$ cat src/sata_pkg.sv
// shared types and constants of the station address table
// used by the controller, datapath, top level and checker
package sata_pkg;

  localparam int MAC_W     = 48;
  localparam int SIG_W     = 8;
  localparam int TIME_W    = 32;
  localparam int LEN_W     = 12;
  localparam int IDX_W     = 8;
  localparam int CNT_OUT_W = 9;
  localparam int OP_W      = 2;
  localparam int STAT_W    = 3;
  localparam int ENTRY_W   = MAC_W + SIG_W + TIME_W;

  localparam int MIN_FRAME_LEN = 24;

  localparam int IN_FIELDS_W  = 3 * MAC_W + LEN_W + SIG_W + TIME_W + IDX_W;
  localparam int IN_TDATA_W   = ((IN_FIELDS_W + 7) / 8) * 8;
  localparam int OUT_FIELDS_W = MAC_W + SIG_W + TIME_W + 2 * CNT_OUT_W;
  localparam int OUT_TDATA_W  = ((OUT_FIELDS_W + 7) / 8) * 8;

  localparam int CFG_ADDR_W = 2;
  localparam int CFG_DATA_W = MAC_W;

  typedef enum logic [CFG_ADDR_W-1:0] {
    CFG_TARGET  = 2'd0,
    CFG_AGE     = 2'd1,
    CFG_LISTEN  = 2'd2,
    CFG_UNUSED  = 2'd3
  } cfg_idx_t;

  typedef enum logic [OP_W-1:0] {
    OP_FRAME = 2'd0,
    OP_SWEEP = 2'd1,
    OP_READ  = 2'd2,
    OP_RSVD  = 2'd3
  } opcode_t;

  typedef enum logic [STAT_W-1:0] {
    ST_IGNORED  = 3'd0,
    ST_UPDATED  = 3'd1,
    ST_INSERTED = 3'd2,
    ST_FULL     = 3'd3,
    ST_SWEEP    = 3'd4,
    ST_ENTRY    = 3'd5,
    ST_INVALID  = 3'd6
  } status_t;

  typedef struct packed {
    logic    capture;
    logic    scan_init;
    logic    scan_run;
    logic    upd_wr;
    logic    ins_wr;
    logic    sweep_fin;
    logic    rd_issue;
    logic    set_res;
    status_t res_kind;
    logic    push;
  } cmd_t;

  typedef struct packed {
    opcode_t opcode;
    logic    ignore;
    logic    idx_ok;
    logic    match;
    logic    scan_done;
    logic    full;
    logic    out_free;
  } sts_t;

endpackage

$ cat src/sata_ram.sv
// generic single-write, single-read ram with registered read data
// no dependencies
module sata_ram #(
  parameter int WIDTH = 8,
  parameter int DEPTH = 32
) (
  input  logic                                    clk,
  input  logic                                    we,
  input  logic [((DEPTH > 1) ? $clog2(DEPTH) : 1)-1:0] waddr,
  input  logic [WIDTH-1:0]                        wdata,
  input  logic                                    re,
  input  logic [((DEPTH > 1) ? $clog2(DEPTH) : 1)-1:0] raddr,
  output logic [WIDTH-1:0]                        rdata
);

  logic [WIDTH-1:0] mem_r [DEPTH];
  logic [WIDTH-1:0] rdata_r;

  always_ff @(posedge clk) begin
    if (we) begin
      mem_r[waddr] <= wdata;
    end
    if (re) begin
      rdata_r <= mem_r[raddr];
    end
  end

  assign rdata = rdata_r;

endmodule

$ cat src/sata_ctrl.sv
// sequencer of the station table: decodes each item and steps the table scan
// depends on sata_pkg
module sata_ctrl (
  input  logic          clk,
  input  logic          rst_n,
  input  logic          in_valid,
  output logic          in_ready,
  input  sata_pkg::sts_t sts,
  output sata_pkg::cmd_t cmd
);
  import sata_pkg::*;

  typedef enum logic [2:0] {
    S_IDLE,
    S_DECODE,
    S_SCAN,
    S_RDWAIT,
    S_PUSH
  } state_t;

  state_t state_r, state_nxt;

  always_ff @(posedge clk) begin
    if (!rst_n) begin
      state_r <= S_IDLE;
    end else begin
      state_r <= state_nxt;
    end
  end

  assign in_ready = (state_r == S_IDLE);

  always_comb begin
    cmd       = '0;
    state_nxt = state_r;
    unique case (state_r)
      S_IDLE: begin
        if (in_valid) begin
          cmd.capture = 1'b1;
          state_nxt   = S_DECODE;
        end
      end
      S_DECODE: begin
        unique case (sts.opcode)
          OP_FRAME: begin
            if (sts.ignore) begin
              cmd.set_res  = 1'b1;
              cmd.res_kind = ST_IGNORED;
              state_nxt    = S_PUSH;
            end else begin
              cmd.scan_init = 1'b1;
              state_nxt     = S_SCAN;
            end
          end
          OP_SWEEP: begin
            cmd.scan_init = 1'b1;
            state_nxt     = S_SCAN;
          end
          OP_READ: begin
            if (sts.idx_ok) begin
              cmd.rd_issue = 1'b1;
              state_nxt    = S_RDWAIT;
            end else begin
              cmd.set_res  = 1'b1;
              cmd.res_kind = ST_INVALID;
              state_nxt    = S_PUSH;
            end
          end
          OP_RSVD: begin
            cmd.set_res  = 1'b1;
            cmd.res_kind = ST_IGNORED;
            state_nxt    = S_PUSH;
          end
          default: begin
            state_nxt = S_IDLE;
          end
        endcase
      end
      S_SCAN: begin
        if (sts.opcode == OP_SWEEP) begin
          cmd.scan_run = 1'b1;
          if (sts.scan_done) begin
            cmd.sweep_fin = 1'b1;
            cmd.set_res   = 1'b1;
            cmd.res_kind  = ST_SWEEP;
            state_nxt     = S_PUSH;
          end
        end else if (sts.match) begin
          // known station: refresh it in place
          cmd.upd_wr   = 1'b1;
          cmd.set_res  = 1'b1;
          cmd.res_kind = ST_UPDATED;
          state_nxt    = S_PUSH;
        end else if (sts.scan_done) begin
          cmd.set_res = 1'b1;
          if (sts.full) begin
            cmd.res_kind = ST_FULL;
          end else begin
            cmd.ins_wr   = 1'b1;
            cmd.res_kind = ST_INSERTED;
          end
          state_nxt = S_PUSH;
        end else begin
          cmd.scan_run = 1'b1;
        end
      end
      S_RDWAIT: begin
        cmd.set_res  = 1'b1;
        cmd.res_kind = ST_ENTRY;
        state_nxt    = S_PUSH;
      end
      S_PUSH: begin
        if (sts.out_free) begin
          cmd.push  = 1'b1;
          state_nxt = S_IDLE;
        end
      end
      default: begin
        state_nxt = S_IDLE;
      end
    endcase
  end

endmodule

$ cat src/sata_dp.sv
// datapath of the station table: item and config registers, table ram,
// scan pointers, compare logic and the result and output registers
// depends on sata_pkg and sata_ram
module sata_dp #(
  parameter int TABLE_DEPTH = 32
) (
  input  logic                               clk,
  input  logic                               rst_n,
  input  sata_pkg::cmd_t                     cmd,
  output sata_pkg::sts_t                     sts,
  input  sata_pkg::opcode_t                  item_opcode,
  input  logic [sata_pkg::MAC_W-1:0]         item_addr_one,
  input  logic [sata_pkg::MAC_W-1:0]         item_addr_two,
  input  logic [sata_pkg::MAC_W-1:0]         item_addr_three,
  input  logic [sata_pkg::LEN_W-1:0]         item_frame_length,
  input  logic signed [sata_pkg::SIG_W-1:0]  item_signal_strength,
  input  logic [sata_pkg::TIME_W-1:0]        item_now_ms,
  input  logic [sata_pkg::IDX_W-1:0]         item_entry_index,
  input  logic                               cfg_we,
  input  logic [sata_pkg::CFG_ADDR_W-1:0]    cfg_addr,
  input  logic [sata_pkg::CFG_DATA_W-1:0]    cfg_wdata,
  output logic                               res_valid,
  input  logic                               res_ready,
  output sata_pkg::status_t                  res_status,
  output logic [sata_pkg::MAC_W-1:0]         res_station_mac,
  output logic signed [sata_pkg::SIG_W-1:0]  res_entry_signal,
  output logic [sata_pkg::TIME_W-1:0]        res_entry_time,
  output logic [sata_pkg::CNT_OUT_W-1:0]     res_station_count,
  output logic [sata_pkg::CNT_OUT_W-1:0]     res_removed_count
);
  import sata_pkg::*;

  localparam int AW = (TABLE_DEPTH > 1) ? $clog2(TABLE_DEPTH) : 1;
  localparam int CW = $clog2(TABLE_DEPTH + 1);

  // config registers
  logic [MAC_W-1:0]  target_r;
  logic [TIME_W-1:0] age_limit_r;
  logic              listen_r;

  always_ff @(posedge clk) begin
    if (!rst_n) begin
      target_r    <= '0;
      age_limit_r <= TIME_W'(30000);
      listen_r    <= 1'b0;
    end else if (cfg_we) begin
      unique case (cfg_idx_t'(cfg_addr))
        CFG_TARGET: target_r    <= cfg_wdata;
        CFG_AGE:    age_limit_r <= cfg_wdata[TIME_W-1:0];
        CFG_LISTEN: listen_r    <= cfg_wdata[0];
        CFG_UNUSED: ;
        default:    ;
      endcase
    end
  end

  // captured item
  opcode_t                  opcode_r;
  logic [MAC_W-1:0]         a1_r, a2_r, a3_r;
  logic [LEN_W-1:0]         len_r;
  logic signed [SIG_W-1:0]  sig_r;
  logic [TIME_W-1:0]        now_r;
  logic [IDX_W-1:0]         idx_r;

  always_ff @(posedge clk) begin
    if (cmd.capture) begin
      opcode_r <= item_opcode;
      a1_r     <= item_addr_one;
      a2_r     <= item_addr_two;
      a3_r     <= item_addr_three;
      len_r    <= item_frame_length;
      sig_r    <= item_signal_strength;
      now_r    <= item_now_ms;
      idx_r    <= item_entry_index;
    end
  end

  // frame filter and station pick
  logic             a1_tgt, a2_tgt, a3_tgt, ignore;
  logic [MAC_W-1:0] sta_nxt;

  assign a1_tgt  = (a1_r == target_r);
  assign a2_tgt  = (a2_r == target_r);
  assign a3_tgt  = (a3_r == target_r);
  assign ignore  = !listen_r || (len_r < LEN_W'(MIN_FRAME_LEN)) ||
                   !(a1_tgt || a2_tgt || a3_tgt) || (a1_tgt && a2_tgt);
  assign sta_nxt = a1_tgt ? a2_r : a1_r;

  // table state and scan pointers
  logic [CW-1:0]    count_r;
  logic [CW-1:0]    rd_ptr_r;
  logic [CW-1:0]    wr_ptr_r;
  logic [CW-1:0]    removed_r;
  logic             pend_r;
  logic [AW-1:0]    pend_idx_r;
  logic [MAC_W-1:0] sta_r;

  logic               ram_we, ram_re;
  logic [AW-1:0]      ram_waddr, ram_raddr;
  logic [ENTRY_W-1:0] ram_wdata, ram_rdata;
  logic [MAC_W-1:0]   rd_mac;
  logic [SIG_W-1:0]   rd_sig;
  logic [TIME_W-1:0]  rd_time;
  logic [TIME_W-1:0]  rd_age;
  logic               stale, scan_issue, sweep_copy, idx_ok;

  assign rd_mac  = ram_rdata[MAC_W-1:0];
  assign rd_sig  = ram_rdata[MAC_W +: SIG_W];
  assign rd_time = ram_rdata[MAC_W + SIG_W +: TIME_W];
  assign rd_age  = now_r - rd_time;
  assign stale   = (rd_age > age_limit_r);

  assign scan_issue = cmd.scan_run && (rd_ptr_r < count_r);
  assign sweep_copy = cmd.scan_run && pend_r && (opcode_r == OP_SWEEP) && !stale;
  assign idx_ok     = ({1'b0, idx_r} < CNT_OUT_W'(count_r));

  assign ram_re    = scan_issue || cmd.rd_issue;
  assign ram_raddr = cmd.rd_issue ? idx_r[AW-1:0] : rd_ptr_r[AW-1:0];
  assign ram_we    = cmd.upd_wr || cmd.ins_wr || sweep_copy;

  always_comb begin
    ram_waddr = wr_ptr_r[AW-1:0];
    ram_wdata = ram_rdata;
    if (cmd.upd_wr) begin
      ram_waddr = pend_idx_r;
      ram_wdata = {now_r, sig_r, sta_r};
    end else if (cmd.ins_wr) begin
      ram_waddr = count_r[AW-1:0];
      ram_wdata = {now_r, sig_r, sta_r};
    end
  end

  sata_ram #(
    .WIDTH (ENTRY_W),
    .DEPTH (TABLE_DEPTH)
  ) u_table (
    .clk   (clk),
    .we    (ram_we),
    .waddr (ram_waddr),
    .wdata (ram_wdata),
    .re    (ram_re),
    .raddr (ram_raddr),
    .rdata (ram_rdata)
  );

  always_ff @(posedge clk) begin
    if (!rst_n) begin
      count_r <= '0;
      pend_r  <= 1'b0;
    end else begin
      if (cmd.scan_init) begin
        pend_r <= 1'b0;
      end else if (cmd.scan_run) begin
        pend_r <= scan_issue;
      end
      if (cmd.ins_wr) begin
        count_r <= count_r + 1'b1;
      end else if (cmd.sweep_fin) begin
        count_r <= wr_ptr_r;
      end
    end
  end

  always_ff @(posedge clk) begin
    if (cmd.scan_init) begin
      rd_ptr_r  <= '0;
      wr_ptr_r  <= '0;
      removed_r <= '0;
      sta_r     <= sta_nxt;
    end else if (cmd.scan_run) begin
      if (scan_issue) begin
        rd_ptr_r   <= rd_ptr_r + 1'b1;
        pend_idx_r <= rd_ptr_r[AW-1:0];
      end
      if (sweep_copy) begin
        wr_ptr_r <= wr_ptr_r + 1'b1;
      end else if (pend_r && (opcode_r == OP_SWEEP)) begin
        removed_r <= removed_r + 1'b1;
      end
    end
  end

  assign sts.opcode    = opcode_r;
  assign sts.ignore    = ignore;
  assign sts.idx_ok    = idx_ok;
  assign sts.match     = pend_r && (rd_mac == sta_r);
  assign sts.scan_done = !pend_r && (rd_ptr_r == count_r);
  assign sts.full      = (count_r == CW'(TABLE_DEPTH));
  assign sts.out_free  = !res_valid || res_ready;

  // pending result, then output register
  status_t                 pr_status_r;
  logic [MAC_W-1:0]        pr_mac_r;
  logic signed [SIG_W-1:0] pr_sig_r;
  logic [TIME_W-1:0]       pr_time_r;
  logic [CNT_OUT_W-1:0]    pr_removed_r;
  logic [MAC_W-1:0]        pr_mac_nxt;
  logic signed [SIG_W-1:0] pr_sig_nxt;
  logic [TIME_W-1:0]       pr_time_nxt;
  logic [CNT_OUT_W-1:0]    pr_removed_nxt;

  always_comb begin
    pr_mac_nxt     = '0;
    pr_sig_nxt     = '0;
    pr_time_nxt    = '0;
    pr_removed_nxt = '0;
    unique case (cmd.res_kind)
      ST_UPDATED, ST_INSERTED: begin
        pr_mac_nxt  = sta_r;
        pr_sig_nxt  = sig_r;
        pr_time_nxt = now_r;
      end
      ST_FULL: begin
        pr_mac_nxt = sta_r;
      end
      ST_SWEEP: begin
        pr_removed_nxt = CNT_OUT_W'(removed_r);
      end
      ST_ENTRY: begin
        pr_mac_nxt  = rd_mac;
        pr_sig_nxt  = rd_sig;
        pr_time_nxt = rd_time;
      end
      ST_IGNORED, ST_INVALID: ;
      default: ;
    endcase
  end

  always_ff @(posedge clk) begin
    if (cmd.set_res) begin
      pr_status_r  <= cmd.res_kind;
      pr_mac_r     <= pr_mac_nxt;
      pr_sig_r     <= pr_sig_nxt;
      pr_time_r    <= pr_time_nxt;
      pr_removed_r <= pr_removed_nxt;
    end
  end

  logic res_valid_r;

  always_ff @(posedge clk) begin
    if (!rst_n) begin
      res_valid_r <= 1'b0;
    end else if (cmd.push) begin
      res_valid_r <= 1'b1;
    end else if (res_ready) begin
      res_valid_r <= 1'b0;
    end
  end

  always_ff @(posedge clk) begin
    if (cmd.push) begin
      res_status        <= pr_status_r;
      res_station_mac   <= pr_mac_r;
      res_entry_signal  <= pr_sig_r;
      res_entry_time    <= pr_time_r;
      res_station_count <= CNT_OUT_W'(count_r);
      res_removed_count <= pr_removed_r;
    end
  end

  assign res_valid = res_valid_r;

endmodule

$ cat src/station_address_table_with_aging_core.sv
// Station address table with aging. Each input beat is a captured frame, an age sweep, a
// read of one table entry or a reserved opcode (selected by in_tuser) and gives exactly
// one result beat. A frame or a sweep walks the valid entries through the single read
// port of the table ram, one entry a cycle; a frame stops at a matching entry. The result
// beat appears in the same cycle in which the next beat can be accepted, later while a
// previous result waits for out_tready. The block takes one item at a time; a finished
// result sits in the output register while the next item is accepted.
// Table contents are not cleared at reset: only the first station_count entries are valid.
// Configuration must be written through cfg_we/cfg_addr/cfg_wdata only while the
// block is idle; the block itself does not enforce this.
// depends on sata_pkg, sata_ctrl, sata_dp and sata_ram
module station_address_table_with_aging_core #(
  parameter int TABLE_DEPTH = 32
) (
  input  logic                                clk,
  input  logic                                rst_n,
  input  logic                                in_tvalid,
  output logic                                in_tready,
  // addr_one, addr_two, addr_three, frame_length, signal_strength, now_ms, entry_index
  input  logic [sata_pkg::IN_TDATA_W-1:0]     in_tdata,
  // opcode
  input  logic [sata_pkg::OP_W-1:0]           in_tuser,
  output logic                                out_tvalid,
  input  logic                                out_tready,
  // station_mac, entry_signal, entry_time, station_count, removed_count
  output logic [sata_pkg::OUT_TDATA_W-1:0]    out_tdata,
  // status
  output logic [sata_pkg::STAT_W-1:0]         out_tuser,
  input  logic                                cfg_we,
  input  logic [sata_pkg::CFG_ADDR_W-1:0]     cfg_addr,
  input  logic [sata_pkg::CFG_DATA_W-1:0]     cfg_wdata
);
  import sata_pkg::*;

  localparam int A1_LSB  = 0;
  localparam int A2_LSB  = A1_LSB + MAC_W;
  localparam int A3_LSB  = A2_LSB + MAC_W;
  localparam int LEN_LSB = A3_LSB + MAC_W;
  localparam int SIG_LSB = LEN_LSB + LEN_W;
  localparam int NOW_LSB = SIG_LSB + SIG_W;
  localparam int IDX_LSB = NOW_LSB + TIME_W;

  cmd_t cmd;
  sts_t sts;

  status_t                 res_status;
  logic [MAC_W-1:0]        res_mac;
  logic signed [SIG_W-1:0] res_sig;
  logic [TIME_W-1:0]       res_time;
  logic [CNT_OUT_W-1:0]    res_count;
  logic [CNT_OUT_W-1:0]    res_removed;

  sata_ctrl u_ctrl (
    .clk      (clk),
    .rst_n    (rst_n),
    .in_valid (in_tvalid),
    .in_ready (in_tready),
    .sts      (sts),
    .cmd      (cmd)
  );

  sata_dp #(
    .TABLE_DEPTH (TABLE_DEPTH)
  ) u_dp (
    .clk                  (clk),
    .rst_n                (rst_n),
    .cmd                  (cmd),
    .sts                  (sts),
    .item_opcode          (opcode_t'(in_tuser)),
    .item_addr_one        (in_tdata[A1_LSB +: MAC_W]),
    .item_addr_two        (in_tdata[A2_LSB +: MAC_W]),
    .item_addr_three      (in_tdata[A3_LSB +: MAC_W]),
    .item_frame_length    (in_tdata[LEN_LSB +: LEN_W]),
    .item_signal_strength (in_tdata[SIG_LSB +: SIG_W]),
    .item_now_ms          (in_tdata[NOW_LSB +: TIME_W]),
    .item_entry_index     (in_tdata[IDX_LSB +: IDX_W]),
    .cfg_we               (cfg_we),
    .cfg_addr             (cfg_addr),
    .cfg_wdata            (cfg_wdata),
    .res_valid            (out_tvalid),
    .res_ready            (out_tready),
    .res_status           (res_status),
    .res_station_mac      (res_mac),
    .res_entry_signal     (res_sig),
    .res_entry_time       (res_time),
    .res_station_count    (res_count),
    .res_removed_count    (res_removed)
  );

  assign out_tdata = {(OUT_TDATA_W - OUT_FIELDS_W)'(0), res_removed, res_count,
                      res_time, res_sig, res_mac};
  assign out_tuser = res_status;

endmodule

$ cat config.mk
export PLATFORM = sky130hd
export DESIGN_NAME = station_address_table_with_aging_core
export DESIGN_NICKNAME = d
export VERILOG_FILES = /design/src/sata_pkg.sv /design/src/sata_ram.sv /design/src/sata_ctrl.sv /design/src/sata_dp.sv /design/src/station_address_table_with_aging_core.sv
export SDC_FILE = /design/constraint.sdc
export NUM_CORES = 2
export LEC_CHECK = 0
export BUFFER_PORTS_ARGS = -buffer_cell sky130_fd_sc_hd__buf_4
export CORE_UTILIZATION = 62
export CTS_CLUSTER_DIAMETER = 40
export DETAILED_ROUTE_END_ITERATION = 8
export HOLD_SLACK_MARGIN = 0.03
export PLACE_DENSITY_LB_ADDON = 0.1
export SLEW_MARGIN = 40
export SYNTH_ARGS = -nofsm -noshare
export SYNTH_HDL_FRONTEND = slang
export SYNTH_SLANG_ARGS = --single-unit
$ cat constraint.sdc
create_clock -name clk -period 10.15 [get_ports clk]
set_input_delay 0 -clock clk [delete_from_list [all_inputs] [get_ports clk]]
set_output_delay 0 -clock clk [all_outputs]
set_load 0.05 [all_outputs]
==> flow_summary_export.csv <==
group,metric,value,unit
clock_tree,cts_inserted_buffers,455,
min_path,hold_path.class,"in2reg",
floorplan,die-height,473.0,um
sta,maxSlewHeadroom,33.35,%
synthesis,synth_edf_count,3360,
clock_tree,clock_insertion_delay_worst_skew,1.01,ns
final_layout,layout.core_utilization,75.33,%
setup_path,setup.worst_path.end_class,"register",
clock_tree,clk_root_buffer_cell,"sky130_fd_sc_hd__clkbuf_16",
global_routing,grt_start_max_net_pins,158,
placement,preCtsSetupSlack,2.525,ns
final_layout,syn2layout_area_growth,20.58,%
final_layout,post_route_cells_drive_above_1_share,14.10,%
synthesis,synthFlopType,"sky130_fd_sc_hd__edfxtp_1",
synthesis,synthesis.yosys.warnings,0,
sta,timing.setup.tns,0,ns
drt,ant_nets,0,
setup_path,cell_family_with_most_cp_delay,"simple AND/OR/NAND/NOR gates",
setup_path,worstPathArrival,7.90,ns
synthesis,synth_simple_gate_area_share,10.40,%
synthesis,synth_largest_type_area_fraction,73.36,%
placement,final_weighted_congestion_in_routability_driven_placement,0.9305,
synthesis,post_synth_num_cell_types,76,
setup_path,critical_path.max_stage_delay,0.74,ns
global_routing,grt_first_pass_wirelength,619400,um
drt,post_drt_wl_per_cell,31.21,um
sta,final-hold-violation-count,0,
setup_path,crit_required,10.75,ns
sta,tightest_slew,0.9997,ns
synthesis,share_of_cell_area_taken_by_muxes_after_synthesis,3.684,%
drt,drt_first_iter_violations,14696,
setup_path,worst_setup_path_class,"reg2reg",
synthesis,post_synth_inst_count,9706,
synthesis,flip_flop_and_latch_count_after_synthesis,3470,
floorplan,die_area,0.2237,mm^2
drt,drt_pass1_iterations,8,
placement,buffer_ports.inserted,362,
sta,finalSetupViolCount,0,
clock_tree,tritoncts_clock_tree,"built",
setup_path,slowest_stage,"sky130_fd_sc_hd__nor3_1",
clock_tree,cts.sink_count,3470,
floorplan,die_width,473.0,um
setup_path,crit_path_start_kind,"register",
sta,worst_slack,2.851,ns
drt,drt-total-wl,440000,um
setup_path,crit_path_max_fanout,73,
setup_path,setup.reg_to_reg.worst_slack,2.85,ns
setup_path,path_cells,"inv_1 > ha_1 > inv_1 > fa_1 > a21o_1 > a31o_2 > nand4_1 > a21oi_1 > o22a_1 > a31o_2 > a21o_1 > a21oi_1 > xnor2_1 > ha_1 > nand4_1 > nor4_1 > nand2_1 > o21ai_0 > o22ai_2 > nor3_1 > o31ai_2 > nor2_4 > buf_12",
clock_tree,cts_htree_levels,5,
pwr,leakage,59.65,nW
clock_tree,clk_pin_slew_worst_paths,0.05,ns
synthesis,mappedNetlistArea,0.1375,mm^2
drt,drt-vias-per-instance,6.522,
clock_tree,max-clock-path-buffers,4,
pwr,pwr_cell_area,209.9,mW/mm^2
synthesis,synth.largest_area_cell,"sky130_fd_sc_hd__edfxtp_1",
global_routing,grt_remaining_overflow,0,
global_routing,number_of_global_route_vias_before_repair,87608,
synthesis,synth.yosys.seq_area_share,74.96,%
sta,skew,0.07711,ns
synthesis,synth_async_reset_ratio,0,%
global_routing,globalRouteTotalUtil,38.89,%
drt,drcViolationCount,0,
global_routing,initial_antenna_violation_count,30,
pwr,vdd_ir_drop_max,187.8,uV
final_layout,nets,11098,
synthesis,xor_xnor_cell_area_share_of_the_yosys_netlist,1.465,%
status,outcome,"finished, final reports clean",
sta,fmaxAchievable,137.0,MHz
synthesis,synth_compound_gate_area_share,6.572,%
sta,final_worst_path_period_need,7.299,ns
floorplan,fp-row-count,172,
sta,period_share,71.91,%
floorplan,ios,382,
drt,routed-via-count,91948,
floorplan,start_util,62.47,%
sta,grt_setup_unrepaired,"no",
synthesis,synth_top_area_cells,"sky130_fd_sc_hd__edfxtp_1 73%, sky130_fd_sc_hd__nand2_1 6.5%, sky130_fd_sc_hd__mux2i_1 3.2%",
clock_tree,cts_post_setup_buffers_inserted,0,
synthesis,avgSynthCellArea,14.17,um^2
synthesis,yosys.area_share.adder,0.7332,%
flow_run,drv_cap,0,
sta,timing.final.max_slew_violations,0,
synthesis,combinational_family_with_the_most_area_after_synthesis,"simple AND/OR/NAND/NOR gates",
floorplan,design.core.area,0.2202,mm^2
placement,dpl.hpwl,243900,um
setup_path,cp.buffers_inverters,3,
## layout make-up
class / count / area, um^2
flip-flops and latches: 3470 / 103100
well taps: 2958 / 3701
repair buffers: 1156 / 11020
multi-input cells: 5585 / 32400
clock buffers: 508 / 11680
clock inverters: 322 / 3578
inverters: 85 / 319.1
fillers: 13152 / 54320
diodes: 15 / 37.54
## registers in the layout, summed over array words and instances, names as in the netlist, 48 cells and up
register	flops
u_dp.sta_r	48
u_dp.pr_mac_r	48
u_dp.u_table.mem_r	2816
u_dp.a3_r	48
u_dp.target_r	48
u_dp.u_table.rdata	88
u_dp.a2_r	48
u_dp.a1_r	48
u_dp.res_station_mac	48
## cell usage in the layout, fill, tap and decap left out, types with 57 or more instances in the layout
cell / count
sky130_fd_sc_hd__a21oi_1: 507
sky130_fd_sc_hd__o21ai_0: 86
sky130_fd_sc_hd__nor4_1: 97
sky130_fd_sc_hd__ha_1: 79
sky130_fd_sc_hd__nand2_1: 2316
sky130_fd_sc_hd__nor2_1: 67
sky130_fd_sc_hd__buf_4: 502
sky130_fd_sc_hd__clkinvlp_4: 57
sky130_fd_sc_hd__and3_1: 108
sky130_fd_sc_hd__edfxtp_1: 3360
sky130_fd_sc_hd__xor2_1: 193
sky130_fd_sc_hd__o221ai_1: 82
sky130_fd_sc_hd__clkbuf_16: 459
sky130_fd_sc_hd__mux2i_1: 432
sky130_fd_sc_hd__inv_6: 63
sky130_fd_sc_hd__dfxtp_1: 110
sky130_fd_sc_hd__a31oi_1: 131
sky130_fd_sc_hd__dlygate4sd3_1: 571
sky130_fd_sc_hd__nand2_2: 59
sky130_fd_sc_hd__o22ai_1: 148
sky130_fd_sc_hd__a311oi_1: 98
sky130_fd_sc_hd__nand3_1: 458
sky130_fd_sc_hd__inv_1: 84
## cells in the mapped netlist, types with 31 or more instances
cell type                  count
sky130_fd_sc_hd__edfxtp_1   3360
sky130_fd_sc_hd__nor2_1      104
sky130_fd_sc_hd__mux2i_1     435
sky130_fd_sc_hd__nor4_1      107
sky130_fd_sc_hd__xnor2_1      37
sky130_fd_sc_hd__nand4_1      56
sky130_fd_sc_hd__ha_1         79
sky130_fd_sc_hd__nand3_1     458
sky130_fd_sc_hd__mux2_2       55
sky130_fd_sc_hd__buf_2       234
sky130_fd_sc_hd__o41ai_1      56
sky130_fd_sc_hd__nor3_1       47
sky130_fd_sc_hd__o21ai_0     122
sky130_fd_sc_hd__o31ai_1      31
sky130_fd_sc_hd__and3_1      108
sky130_fd_sc_hd__o22ai_1     149
sky130_fd_sc_hd__a21oi_1     508
sky130_fd_sc_hd__or3_1        38
sky130_fd_sc_hd__dfxtp_1     110
sky130_fd_sc_hd__o221ai_1     82
sky130_fd_sc_hd__a21o_1       41
sky130_fd_sc_hd__buf_4        47
sky130_fd_sc_hd__inv_1        85
sky130_fd_sc_hd__buf_1        33
sky130_fd_sc_hd__clkbuf_1    257
sky130_fd_sc_hd__xor2_1      193
sky130_fd_sc_hd__a311oi_1     99
sky130_fd_sc_hd__a31oi_1     131
sky130_fd_sc_hd__a22o_1       51
sky130_fd_sc_hd__nand2_1    2377
## routing by layer
metal,part of all wire [%],global-route usage (%),vias up
met5,0.028,0,-
met4,4.7,17.22,16
met3,13,9.956,1056
met2,45,58.12,6967
met1,37,54.37,45348
li1,-,-,38561
## power breakdown
group,internal [mW],switching [mW],total (mW)
Combinational,0.997,1.91,2.91
Sequential,15.8,0.104,15.9
Clock,9.69,6.34,16.0
Total,26.5,8.35,34.8
## tightest hold or removal path, stage by stage
cell	delay (ns)
sky130_fd_sc_hd__dlygate4sd3_1	0.54
sky130_fd_sc_hd__buf_4	0.13
sky130_fd_sc_hd__and2_4	0.26
## path summary, 6_finish.rpt
path                            cells past startpoint                          to        startpoint
worst max-delay path                               23  u_dp.u_table.mem_r[20][33]     u_dp.now_r[0]
worst min-delay path                                3               u_dp.len_r[6]         in_tvalid
worst max register to register                     23  u_dp.u_table.mem_r[20][33]     u_dp.now_r[0]
worst min register to register                      0     u_dp.res_station_mac[7]  u_dp.pr_mac_r[7]
## what timing repair did
action	4_1_cts	5_1_grt
gates resized for setup	0	0
endpoints found under the hold margin	370	0
hold buffers	571	0
## cell families after synthesis
logic type,count (synthesis)
compound gates,1397
xor+xnor,230
fa+ha+maj,80
buf+inv,662
flops,3470
mux,496
other cells,1
simple gates,3370
## metrics by stage
stage	instance area [um^2]	hold slack, ns	std cells	total power, mW
2_1_floorplan	137600	0.09887	9717	17.85
3_3_place_gp	144100	0.1795	12660	18.72
3_5_place_dp	144700	0.1792	12678	18.77
4_1_cts	165600	0.05404	14079	34.74
5_1_grt	165800	0.1727	14091	35.59
6_report	165800	0.1871	14099	34.81
Power figures use the tool's default switching activity.
